$ cat src/hw/rtl/assert_macros.svh
// Assertion macros for the 4x4 matrix multiplier RTL.
// Expects clk and rst_n in the including scope.
`ifndef ASSERT_MACROS_SVH
`define ASSERT_MACROS_SVH

// same-cycle implication
`define CHECK_IMPL(label, ante, cons, msg) \
    label: assert property (@(posedge clk) disable iff (!rst_n) (ante) |-> (cons)) \
        else $error(msg);

// next-cycle implication
`define CHECK_NEXT(label, ante, cons, msg) \
    label: assert property (@(posedge clk) disable iff (!rst_n) (ante) |=> (cons)) \
        else $error(msg);

`endif

$ cat src/hw/rtl/m4m_pkg.sv
// Package for the 4x4 matrix multiplier: transaction types, modes, states and constants.
// No dependencies.
`default_nettype none

package m4m_pkg;

    localparam int DATA_W    = 32;
    localparam int FRAC_BITS = 16;

    localparam logic signed [DATA_W-1:0] ONE_Q   = 32'sh0001_0000;
    localparam logic signed [DATA_W-1:0] SAT_MAX = 32'sh7fff_ffff;
    localparam logic signed [DATA_W-1:0] SAT_MIN = 32'sh8000_0000;

    localparam logic [1:0] MODE_LOAD_LEFT  = 2'd0;
    localparam logic [1:0] MODE_LOAD_RIGHT = 2'd1;
    localparam logic [1:0] MODE_MULTIPLY   = 2'd2;

    typedef struct packed {
        logic [1:0]               mode;
        logic [1:0]               row;
        logic [1:0]               col;
        logic signed [DATA_W-1:0] value;
    } in_item_t;

    typedef struct packed {
        logic [1:0]               out_row;
        logic [1:0]               out_col;
        logic signed [DATA_W-1:0] product;
        logic                     last;
    } out_item_t;

    typedef struct packed {
        logic issue;
        logic first;
        logic last;
    } mac_ctl_t;

    typedef enum logic [1:0] {
        ST_IDLE,
        ST_RUN,
        ST_WAIT,
        ST_EMIT
    } m4m_state_t;

endpackage

`default_nettype wire

$ cat src/hw/rtl/m4m_ram.sv
// Generic single-port-write, single-port-read RAM with registered read data.
// No dependencies.
`default_nettype none

module m4m_ram #(
    parameter int WIDTH = 32,
    parameter int DEPTH = 16
) (
    input  wire logic                     clk,
    input  wire logic                     wr_en,
    input  wire logic [$clog2(DEPTH)-1:0] wr_addr,
    input  wire logic [WIDTH-1:0]         wr_data,
    input  wire logic                     rd_en,
    input  wire logic [$clog2(DEPTH)-1:0] rd_addr,
    output logic      [WIDTH-1:0]         rd_data
);

    logic [WIDTH-1:0] mem_reg [DEPTH];
    logic [WIDTH-1:0] rd_data_reg;

    always_ff @(posedge clk)
    begin
        if (wr_en)
        begin
            mem_reg[wr_addr] <= wr_data;
        end
        if (rd_en)
        begin
            rd_data_reg <= mem_reg[rd_addr];
        end
    end

    assign rd_data = rd_data_reg;

endmodule

`default_nettype wire

$ cat src/hw/rtl/m4m_store.sv
// Matrix operand store: RAM plus per-entry written flags, unwritten entries read as identity.
// Depends on m4m_pkg and m4m_ram.
`default_nettype none

module m4m_store import m4m_pkg::*; #(
    parameter int DEPTH = 16
) (
    input  wire logic                     clk,
    input  wire logic                     rst_n,
    input  wire logic                     wr_en,
    input  wire logic [$clog2(DEPTH)-1:0] wr_addr,
    input  wire logic signed [DATA_W-1:0] wr_data,
    input  wire logic                     rd_en,
    input  wire logic [$clog2(DEPTH)-1:0] rd_addr,
    input  wire logic                     rd_diag,
    output logic signed [DATA_W-1:0]      rd_data
);

    logic [DEPTH-1:0]  valid_reg;
    logic              rd_valid_reg;
    logic              rd_diag_reg;
    logic [DATA_W-1:0] ram_q;

    m4m_ram #(
        .WIDTH (DATA_W),
        .DEPTH (DEPTH)
    ) u_ram (
        .clk     (clk),
        .wr_en   (wr_en),
        .wr_addr (wr_addr),
        .wr_data (wr_data),
        .rd_en   (rd_en),
        .rd_addr (rd_addr),
        .rd_data (ram_q)
    );

    always_ff @(posedge clk or negedge rst_n)
    begin
        if (!rst_n)
        begin
            valid_reg    <= '0;
            rd_valid_reg <= 1'b0;
            rd_diag_reg  <= 1'b0;
        end
        else
        begin
            if (wr_en)
            begin
                valid_reg[wr_addr] <= 1'b1;
            end
            if (rd_en)
            begin
                rd_valid_reg <= valid_reg[rd_addr];
                rd_diag_reg  <= rd_diag;
            end
        end
    end

    always_comb
    begin
        if (rd_valid_reg)
        begin
            rd_data = $signed(ram_q);
        end
        else if (rd_diag_reg)
        begin
            rd_data = ONE_Q;
        end
        else
        begin
            rd_data = '0;
        end
    end

endmodule

`default_nettype wire

$ cat src/hw/rtl/m4m_mac.sv
// Multiply-accumulate datapath: one Q16.16 product per cycle, exact sum, floor shift, saturate.
// Depends on m4m_pkg.
`default_nettype none

module m4m_mac import m4m_pkg::*; #(
    parameter int DIM = 4
) (
    input  wire logic                     clk,
    input  wire logic                     rst_n,
    input  wire mac_ctl_t                 ctl,
    input  wire logic signed [DATA_W-1:0] a,
    input  wire logic signed [DATA_W-1:0] b,
    output logic                          done,
    output logic signed [DATA_W-1:0]      sat
);

    localparam int PROD_W = 2 * DATA_W;
    localparam int ACC_W  = PROD_W + 1 + $clog2(DIM);

    mac_ctl_t                  ctl_d1_reg;
    mac_ctl_t                  ctl_d2_reg;
    logic                      done_reg;
    logic signed [PROD_W-1:0]  product_reg;
    logic signed [ACC_W-1:0]   acc_reg;
    logic signed [ACC_W-1:0]   acc_next;
    logic signed [ACC_W-1:0]   product_ext;
    logic signed [ACC_W-1:0]   shifted;

    always_ff @(posedge clk or negedge rst_n)
    begin
        if (!rst_n)
        begin
            ctl_d1_reg <= '0;
            ctl_d2_reg <= '0;
            done_reg   <= 1'b0;
        end
        else
        begin
            ctl_d1_reg <= ctl;
            ctl_d2_reg <= ctl_d1_reg;
            done_reg   <= ctl_d2_reg.issue && ctl_d2_reg.last;
        end
    end

    assign product_ext = $signed({{(ACC_W-PROD_W){product_reg[PROD_W-1]}}, product_reg});

    always_comb
    begin
        if (ctl_d2_reg.first)
        begin
            acc_next = product_ext;
        end
        else
        begin
            acc_next = acc_reg + product_ext;
        end
    end

    always_ff @(posedge clk)
    begin
        if (ctl_d1_reg.issue)
        begin
            product_reg <= a * b;
        end
        if (ctl_d2_reg.issue)
        begin
            acc_reg <= acc_next;
        end
    end

    assign shifted = acc_reg >>> FRAC_BITS;

    always_comb
    begin
        if ((&shifted[ACC_W-1:DATA_W-1]) || !(|shifted[ACC_W-1:DATA_W-1]))
        begin
            sat = shifted[DATA_W-1:0];
        end
        else if (shifted[ACC_W-1])
        begin
            sat = SAT_MIN;
        end
        else
        begin
            sat = SAT_MAX;
        end
    end

    assign done = done_reg;

endmodule

`default_nettype wire

$ cat src/hw/rtl/matrix4x4_multiply.sv
// Sequence: a load transaction is written while idle. A multiply transaction emits DIM*DIM results,
// one after another, each after DIM operand reads from both stores, then the multiply and
// accumulate stages.
// Throughput: one transaction at a time; a full output register holds the sequencer.
// Reset: both operand stores read as identity until written; control and the output valid flag clear.
`default_nettype none
`include "assert_macros.svh"

module matrix4x4_multiply import m4m_pkg::*; #(
    parameter int DIM = 4
) (
    input  wire logic      clk,
    input  wire logic      rst_n,
    input  wire logic      item_valid,
    output logic           item_stall,
    input  wire in_item_t  item,
    output logic           result_valid,
    input  wire logic      result_stall,
    output out_item_t      result
);

    localparam int IDX_W  = $clog2(DIM);
    localparam int DEPTH  = DIM * DIM;
    localparam int ADDR_W = $clog2(DEPTH);

    m4m_state_t               state_reg;
    m4m_state_t               state_next;
    logic [IDX_W-1:0]         r_reg;
    logic [IDX_W-1:0]         r_next;
    logic [IDX_W-1:0]         c_reg;
    logic [IDX_W-1:0]         c_next;
    logic [IDX_W-1:0]         k_reg;
    logic [IDX_W-1:0]         k_next;
    logic                     out_valid_reg;
    logic                     out_valid_next;
    out_item_t                out_item_reg;
    out_item_t                out_item_next;

    mac_ctl_t                 mac_ctl;
    logic                     mac_done;
    logic signed [DATA_W-1:0] mac_sat;
    logic signed [DATA_W-1:0] left_q;
    logic signed [DATA_W-1:0] right_q;

    logic                     wr_left;
    logic                     wr_right;
    logic                     load_in_range;
    logic [ADDR_W-1:0]        wr_addr;
    logic [ADDR_W-1:0]        left_rd_addr;
    logic [ADDR_W-1:0]        right_rd_addr;
    logic                     last_elem;

    assign load_in_range = (32'(item.row) < DIM) && (32'(item.col) < DIM);
    assign wr_addr       = ADDR_W'(32'(item.row) * DIM + 32'(item.col));
    assign left_rd_addr  = ADDR_W'(32'(r_reg) * DIM + 32'(k_reg));
    assign right_rd_addr = ADDR_W'(32'(k_reg) * DIM + 32'(c_reg));
    assign last_elem     = (r_reg == IDX_W'(DIM - 1)) && (c_reg == IDX_W'(DIM - 1));

    m4m_store #(
        .DEPTH (DEPTH)
    ) u_left (
        .clk     (clk),
        .rst_n   (rst_n),
        .wr_en   (wr_left),
        .wr_addr (wr_addr),
        .wr_data (item.value),
        .rd_en   (mac_ctl.issue),
        .rd_addr (left_rd_addr),
        .rd_diag (r_reg == k_reg),
        .rd_data (left_q)
    );

    m4m_store #(
        .DEPTH (DEPTH)
    ) u_right (
        .clk     (clk),
        .rst_n   (rst_n),
        .wr_en   (wr_right),
        .wr_addr (wr_addr),
        .wr_data (item.value),
        .rd_en   (mac_ctl.issue),
        .rd_addr (right_rd_addr),
        .rd_diag (k_reg == c_reg),
        .rd_data (right_q)
    );

    m4m_mac #(
        .DIM (DIM)
    ) u_mac (
        .clk   (clk),
        .rst_n (rst_n),
        .ctl   (mac_ctl),
        .a     (left_q),
        .b     (right_q),
        .done  (mac_done),
        .sat   (mac_sat)
    );

    always_ff @(posedge clk or negedge rst_n)
    begin
        if (!rst_n)
        begin
            state_reg     <= ST_IDLE;
            r_reg         <= '0;
            c_reg         <= '0;
            k_reg         <= '0;
            out_valid_reg <= 1'b0;
        end
        else
        begin
            state_reg     <= state_next;
            r_reg         <= r_next;
            c_reg         <= c_next;
            k_reg         <= k_next;
            out_valid_reg <= out_valid_next;
        end
    end

    always_ff @(posedge clk)
    begin
        out_item_reg <= out_item_next;
    end

    always_comb
    begin
        state_next     = state_reg;
        r_next         = r_reg;
        c_next         = c_reg;
        k_next         = k_reg;
        out_valid_next = out_valid_reg;
        out_item_next  = out_item_reg;
        item_stall     = 1'b1;
        wr_left        = 1'b0;
        wr_right       = 1'b0;
        mac_ctl        = '0;

        // drop the result once taken
        if (out_valid_reg && !result_stall)
        begin
            out_valid_next = 1'b0;
        end

        case (state_reg)
            ST_IDLE:
            begin
                item_stall = 1'b0;
                if (item_valid)
                begin
                    case (item.mode)
                        MODE_LOAD_LEFT:
                        begin
                            wr_left = load_in_range;
                        end
                        MODE_LOAD_RIGHT:
                        begin
                            wr_right = load_in_range;
                        end
                        MODE_MULTIPLY:
                        begin
                            r_next     = '0;
                            c_next     = '0;
                            k_next     = '0;
                            state_next = ST_RUN;
                        end
                        default:
                        begin
                        end
                    endcase
                end
            end
            ST_RUN:
            begin
                mac_ctl.issue = 1'b1;
                mac_ctl.first = (k_reg == '0);
                mac_ctl.last  = (k_reg == IDX_W'(DIM - 1));
                if (mac_ctl.last)
                begin
                    k_next     = '0;
                    state_next = ST_WAIT;
                end
                else
                begin
                    k_next = k_reg + 1'b1;
                end
            end
            ST_WAIT:
            begin
                if (mac_done)
                begin
                    state_next = ST_EMIT;
                end
            end
            ST_EMIT:
            begin
                if (!out_valid_reg || !result_stall)
                begin
                    out_valid_next        = 1'b1;
                    out_item_next.out_row = 2'(r_reg);
                    out_item_next.out_col = 2'(c_reg);
                    out_item_next.product = mac_sat;
                    out_item_next.last    = last_elem;
                    if (last_elem)
                    begin
                        state_next = ST_IDLE;
                    end
                    else
                    begin
                        // advance row-major
                        state_next = ST_RUN;
                        if (c_reg == IDX_W'(DIM - 1))
                        begin
                            c_next = '0;
                            r_next = r_reg + 1'b1;
                        end
                        else
                        begin
                            c_next = c_reg + 1'b1;
                        end
                    end
                end
            end
            default:
            begin
                state_next = ST_IDLE;
            end
        endcase
    end

    assign result_valid = out_valid_reg;
    assign result       = out_item_reg;

    `CHECK_IMPL(a_done_in_wait, mac_done, state_reg == ST_WAIT, "accumulator done outside wait")
    `CHECK_NEXT(a_done_to_emit, mac_done, state_reg == ST_EMIT, "done did not lead to emit")
    `CHECK_NEXT(a_emit_fills_out, (state_reg == ST_EMIT) && (!result_valid || !result_stall), result_valid, "emit did not fill output")
    `CHECK_IMPL(a_k_in_range, state_reg == ST_RUN, k_reg <= IDX_W'(DIM - 1), "inner index out of range")

endmodule

`default_nettype wire

$ cat config.mk
export PLATFORM = sky130hd
export DESIGN_NAME = matrix4x4_multiply
export DESIGN_NICKNAME = d
export VERILOG_FILES = /design/src/hw/rtl/m4m_pkg.sv /design/src/hw/rtl/m4m_ram.sv /design/src/hw/rtl/m4m_store.sv /design/src/hw/rtl/m4m_mac.sv /design/src/hw/rtl/matrix4x4_multiply.sv
export VERILOG_INCLUDE_DIRS = /design/src /design/src/hw/rtl
export SDC_FILE = /design/constraint.sdc
export NUM_CORES = 2
export LEC_CHECK = 0
export ABC_CLOCK_PERIOD_IN_PS = 21900
export BUFFER_PORTS_ARGS = -buffer_cell sky130_fd_sc_hd__buf_2
export CORE_MARGIN = 2
export CORE_UTILIZATION = 36
export DETAILED_ROUTE_END_ITERATION = 8
export GPL_TIMING_DRIVEN = 0
export PLACE_DENSITY = 0.56
export SLEW_MARGIN = 20
export SYNTH_ARGS = -nofsm -noshare
export SYNTH_HDL_FRONTEND = slang
export SYNTH_SLANG_ARGS = --single-unit
$ cat constraint.sdc
create_clock -name clk -period 21.9 [get_ports clk]
set_input_delay 4.38 -clock clk [delete_from_list [all_inputs] [get_ports clk]]
set_output_delay 4.38 -clock clk [all_outputs]
set_load 0.005 [all_outputs]
---- Word level (Yosys, flattened, before mapping) ----
Memory sizes are Yosys's and may differ from the RTL's. A register that Yosys moved wholly into a read port is not among the register bits.
Index checks and enable logic that the tools add are counted.
storage, ports and cells
  register bits ........................... 220
  bits in latches ......................... 0
  bits in writable memories ............... 1,024
  memory bits (read-only) ................. 0
  bits of input ports ..................... 42
  output and inout port bits .............. 39
  word-level logic and storage cells ...... 125
  memories kept ........................... 2
cells by class
  $add $sub $neg .......................... 7
  multiply operators ...................... 1
  divide/modulo/power cells ............... 0
  magnitude comparators ................... 4
  eq/ne operators ......................... 17
  shift-type cells ........................ 0
  mux-type cells .......................... 47
  bitwise logic cells ..................... 2
  reduce and logical (&&, ||, !) cells .... 21
memory list
  memory                 words  width  rd ports  clocked after Yosys merged registers in  write ports  line           source
  u_left.u_ram.mem_reg   16     32     1         1                                        1            m4m_ram.sv:18  logic [WIDTH-1:0] mem_reg [DEPTH];
  u_right.u_ram.mem_reg  16     32     1         1                                        1            m4m_ram.sv:18
operators with widths
  operator                                                     count
  two-way mux 32 bit                                           4
  adder 67 x 64 -> 67 bit                                      1
  two-way mux 67 bit                                           1
  multiplier 32 x 32 -> 64 bit                                 1
  two-way mux 17 bit                                           2
  OR 16 bit                                                    2
  two-way mux 2 bit                                            14
  AND reduction 20 bit                                         1
  OR reduction 20 bit                                          1
  two-way mux 1 bit                                            18
  less-than comparator 4 x 5 -> 1 bit (second input constant)  3
  adder 4 x 2 -> 4 bit                                         3
  equality test 2 bit (second input constant)                  6
  case mux 2 bit (2 select lines)                              3
  inequality test 2 bit (second input constant)                5
  AND reduction 5 bit                                          2
  binary-select mux 1 bit (select 4 bit)                       2
  case mux 2 bit (4 select lines)                              1
  adder 2 x 1 -> 2 bit (second input constant)                 3
  logical NOT 2 bit                                            3
  AND reduction 6 bit                                          1
  demux 1 bit (select 4 bit)                                   1
  equality test 2 x 1 -> 1 bit (second input constant)         2
  equality test 2 bit                                          2
  9 further kinds                                              17

---- Longest topological paths before layout ----
  depth after elaboration ................. 6
  depth in mapped cells ................... 35
  mapped depth without buffers ............ 31

---- By module ----
From an unflattened synthesis, not the netlist that was laid out.
unflattened totals
  cells, all modules ...................... 6,824
  area total of the unflattened synthesis .. 89,642.2 um^2
by module, submodules not included
  module                   instances  cells each  area each (um^2)  sequential area each (um^2)
  m4m_mac                  1          4,851       45,446.1          4,108.9
  m4m_ram (u_right.u_ram)  1          838         20,174.3          16,335.7
  m4m_ram (u_left.u_ram)   1          838         20,155.6          16,335.7
  m4m_store                2          92          1,019.7           450.4
  matrix4x4_multiply       1          113         1,826.8           1,336.3

---- Worst setup path before layout ----
OpenSTA, ideal clock, no wires.
  kind .................................... reg2reg
  start point ............................. reg u_right.rd_valid_reg
  end point ............................... reg u_mac.product_reg[60] (data pin)
  setup time .............................. 0.258 ns
  data arrival time ....................... 8.345 ns
  data required time ...................... 21.642 ns
  setup slack ............................. 13.297 ns
  cell stages (with the launch flop) ...... 29
  path buffers ............................ 4
  period minus slack after synthesis ...... 8.603 ns
  path through ............................ dfrtp_1 -> clkbuf_1 -> clkbuf_1 -> clkbuf_1 -> buf_1 -> nand2_1 -> nor2_1 -> fa_1 -> fa_1 -> fa_1 -> fa_1 -> fa_1 -> fa_1 -> fa_1 -> inv_1 -> fa_1 -> inv_1 -> ha_1 -> a21o_1 -> a21o_1 -> a21o_1 -> a21o_1 -> a211oi_2 -> o221ai_1 -> a221oi_1 -> a21oi_1 -> a21o_1 -> a21oi_1 -> xnor2_1
between the ends
  cells in the longest elaborated chain, start to end .. 2
RTL lines
  what                          line             source
  start, declared               m4m_store.sv:20  logic rd_valid_reg;
  start signal, assigned        m4m_store.sv:53  rd_valid_reg <= valid_reg[rd_addr];
  two-way mux 32 bit            m4m_store.sv:61  if (rd_valid_reg)
  multiplier 32 x 32 -> 64 bit  m4m_mac.sv:63    product_reg <= a * b;
  end signal, assigned          m4m_mac.sv:63
  end, declared                 m4m_mac.sv:23    logic signed [PROD_W-1:0] product_reg;
Every way passes these cells.
A chain may end at the register's enable or synchronous reset.

---- Worst setup path after layout ----
  start point ............................. reg u_left.rd_valid_reg
  end point ............................... reg u_mac.product_reg[60] (data pin)
between the ends
  cells in the longest elaborated chain, start to end .. 2
RTL lines
  what                          line
  start, declared               m4m_store.sv:20
  start signal, assigned        m4m_store.sv:53
  two-way mux 32 bit            m4m_store.sv:61
  multiplier 32 x 32 -> 64 bit  m4m_mac.sv:63
Every way passes these cells.

==> Flow_metrics.wiki <==
{| class="wikitable"
! Metric !! Value
|-
| Worst VDD drop || 0.0824 mV
|-
| DR iter-0 viols || 5583
|-
| Max-capacitance violation count || 0
|-
| Setup repair after global routing missed its margin || no
|-
| Die Area || 249000 µm²
|-
| Launch point of the critical path || u_left.rd_valid_reg
|-
| Post-synth top area share || 0.428
|-
| Final routed wire length divided by cell count || 29.6 µm
|-
| Worst Setup End Kind || flop
|-
| Final HPWL from detailed placement || 239 mm
|-
| Post-synthesis async set-or-reset flop share || 0.0398
|-
| Yosys Warn Count || 0
|-
| Placed standard-cell area || 94500 µm²
|-
| CTS tree || done
|-
| Fillers || 22689
|-
| Classification of the worst setup path || flop to flop
|-
| Number of top-level pins || 81
|-
| Part of the cycle the worst path needs || 0.547
|-
| Netlist area before placement || 88200 µm²
|-
| Global-route wire length before repair || 435 mm
|-
| Final min period || 11.98 ns
|-
| Chip width || 499 µm
|-
| Tightest slew margin relative to the limit || 0.141
|-
| Final count of hold timing violations || 0
|-
| Hold buffers post-CTS || 0
|-
| Seq pwr share || 0.539
|-
| Net switching fraction of the power || 0.211
|-
| Biggest area contributors in the synthesized netlist || edfxtp_1 (43%), fa_1 (25%), mux4_2 (8.4%)
|-
| Cell-internal power || 4.00 mW
|-
| First drt pass iteration count || 6
|-
| Library cell contributing the largest single delay on the critical path || nand2_1
|-
| Vias per cell || 5.31
|-
| Number of non-filler instances in the completed layout || 10347
|-
| Leading area contributor after synthesis || edfxtp_1
|-
| Synth cell count leaders || edfxtp_1 (1256), inv_1 (1091), fa_1 (1083)
|-
| Total CTS buffers || 137
|-
| Gate count of the mapped netlist || 6722
|-
| Number of standard-cell rows in the floorplan || 181
|-
| Number of input and output port buffers inserted || 76
|-
| Clock share of power || 0.453
|-
| Maximum level of the CTS H-tree || 4
|-
| Via count || 54957
|-
| Dominant cell by count in the synthesized netlist || edfxtp_1
|-
| Number of nets in the final layout || 8417
|-
| Starting utilization of the core area || 0.362
|-
| Area added between synthesis and finish || 12.2%
|-
| Outcome || complete, no violations
|-
| Hold_sp || u_mac.ctl_d1_reg[1]
|-
| P_leak || 38.1 nW
|-
| Biggest cell delay along the critical path || 0.83 ns
|-
| Clock transition at the registers of the reported paths || 0.06 ns
|-
| Remaining antenna violation count || 0
|-
| FF-to-FF setup slack || 9.92 ns
|-
| Nets in the synthesized netlist || 8106
|-
| Initial antenna violation count || 20
|-
| Number of storage elements in the synthesis netlist || 1308
|-
| Worst path most repeated cell || fa_1
|-
| Total setup violations reported at the end of the flow || 0
|-
| Maximum frequency from static timing analysis || 83.5 MHz
|-
| Final Max Slew Viols || 0
|-
| Area of all placed cells without fillers || 99000 µm²
|-
| Overall die height || 499 µm
|-
| Total global routing overflow || 0
|-
| Net switching component of the power || 1.07 mW
|-
| Count of flip-flops with a built-in enable after synthesis || 1256
|-
| Final TNS setup || 0 ns
|-
| Comb power frac || 0.008
|-
| Most instantiated flip-flop cell in the synthesis netlist || edfxtp_1
|-
| Deepest clock path buffer count || 3
|-
| Via count of the first global-routing pass || 57991
|-
| Share of the yosys chip area belonging to registers || 0.442
|-
| Final Core Density || 0.407
|-
| Clock skew || 0.0612 ns
|-
| Cts repair resizes || 0
|-
| Clock network latency to the later pin of the worst-skew pair || 0.84 ns
|-
| Synth Area per Inst || 13.1 µm²
|-
| Worst reg2reg startpoint || u_left.rd_valid_reg
|-
| Maximum number of pins on one net before global-route repair || 58
|-
| GRT Total Usage || 0.248
|-
| Detailed-route DRC error count || 0
|-
| Core region area || 243000 µm²
|-
| Cell variety after synth || 73
|-
| Slew at the pin with the worst max-slew slack || 1.29 ns
|-
| Final weighted congestion in routability-driven placement || 1.02
|-
| Critical-path maximum fanout || 10
|-
| Power density cells || 51.2 nW/µm²
|-
| Cells after DPL || 10095
|-
| Worst Path Arrival || 12.55 ns
|-
| Worst path required time || 22.47 ns
|-
| Total wirelength of the detailed-routed design || 306 mm
|-
| CTS Root Buffer Type || clkbuf_16
|-
| Tightest Hold Check Type || flop to flop
|-
| Post-CTS Repair Setup Buffers || 0
|-
| Worst setup SP type || flop
|-
| Clk sink count || 1308
|-
| Fraction of final layout cells with drive strength greater than 1 || 0.119
|}
[cell type report]
cell class / instances / area, µm² / share of cell area
multi-input combinational: 3977 / 44000 / 0.445
sequential: 1308 / 39000 / 0.394
inverter: 1093 / 4100 / 0.0415
tap: 3202 / 4010 / 0.0405
clock buffer: 164 / 3530 / 0.0357
timing repair buffer: 172 / 1970 / 0.0199
buffer: 344 / 1370 / 0.0138
clock inverter: 81 / 908 / 0.00918
antenna: 6 / 15.0 / 0.000152
[power by group through the flow]
stage          registers (mW)  logic, mW  clock network [mW]
2_1_floorplan            2.79    0.00163                   0
3_3_place_gp             2.79     0.0365                   0
3_5_place_dp             2.79     0.0412                   0
4_1_cts                  2.73     0.0412                2.35
5_1_grt                  2.73     0.0437                2.44
6_report                 2.73     0.0395                2.30
[critical path, delay by kind of cell, from the launching register on]
| kind | cells | cell delay (ns) |
|---|---|---|
| DFF | 1 | 0.42 |
| and+or+nand+nor | 2 | 1.17 |
| adders and majority gates | 9 | 4.72 |
| xor gates and xnor gates | 1 | 0.08 |
| AOI/OAI and AO/OA | 10 | 2.75 |
| buffers and inverters | 7 | 2.58 |
[through the flow]
step | setup WS (ns) | total power [mW] | hold slack, ns
CTS | 10.04 | 5.12 | 0.360
global route | 9.64 | 5.22 | 0.364
detailed placement | 10.05 | 2.83 | 0.347
finish | 9.92 | 5.07 | 0.356
floorplan | 13.30 | 2.79 | 0.331
global placement | 9.53 | 2.82 | 0.342
[metal layers]
metal / up-vias / track usage / routed length (µm)
met4: 20 / 0.112 / 15900
met2: 2272 / 0.402 / 145000
met5: - / 0.000772 / 107
li1: 23014 / - / -
met3: 602 / 0.0525 / 23800
met1: 29049 / 0.320 / 122000
[cells by family after synthesis]
kind of cell,share of synthesized area
AOI/OAI and AO/OA,0.0383
xor gates and xnor gates,0.0134
adders and majority gates,0.283
buffers and inverters,0.0613
DFF,0.442
muxes,0.0850
and+or+nand+nor,0.0771
[worst paths after layout]
kind                                         end  cells past startpoint
max in group asynchronous    u_mac.ctl_d1_reg[2]                      1
min in group asynchronous    u_mac.ctl_d2_reg[2]                      1
max                        u_mac.product_reg[60]                     29
min reg2reg                  u_mac.ctl_d2_reg[1]                      0
max reg2reg                u_mac.product_reg[60]                     29
min                          u_mac.ctl_d2_reg[1]                      0
[layout by cell type, fill, tap and decap left out, types with 18 or more instances in the layout]
| cell type | Yosys | routed |
|---|---|---|
| edfxtp_1 | 1256 | 1256 |
| o21bai_1 | 26 | 26 |
| buf_2 | 7 | 92 |
| buf_1 | 46 | 23 |
| nand2b_1 | 24 | 24 |
| dfrtp_1 | 52 | 50 |
| o21ai_0 | 147 | 144 |
| clkinv_1 | 0 | 28 |
| buf_12 | 0 | 18 |
| mux4_2 | 330 | 330 |
| o21ai_1 | 27 | 27 |
| a21oi_1 | 141 | 141 |
| fa_1 | 1083 | 1082 |
| buf_16 | 0 | 29 |
| ha_1 | 259 | 258 |
| and2_1 | 65 | 65 |
| clkbuf_1 | 289 | 291 |
| clkbuf_2 | 0 | 38 |
| inv_1 | 1091 | 1091 |
| xnor2_1 | 84 | 84 |
| nand2_1 | 708 | 708 |
| nor2_4 | 0 | 24 |
| buf_4 | 2 | 38 |
| xor2_1 | 51 | 51 |
| clkbuf_16 | 0 | 137 |
| a21o_1 | 70 | 70 |
| nor3_1 | 28 | 20 |
| nand4_1 | 39 | 39 |
| nor2_1 | 620 | 596 |
| or2_2 | 38 | 38 |
| nand3_1 | 34 | 34 |
| o21a_1 | 19 | 19 |
| clkinv_2 | 0 | 21 |
(Power assumes the default switching activity.)
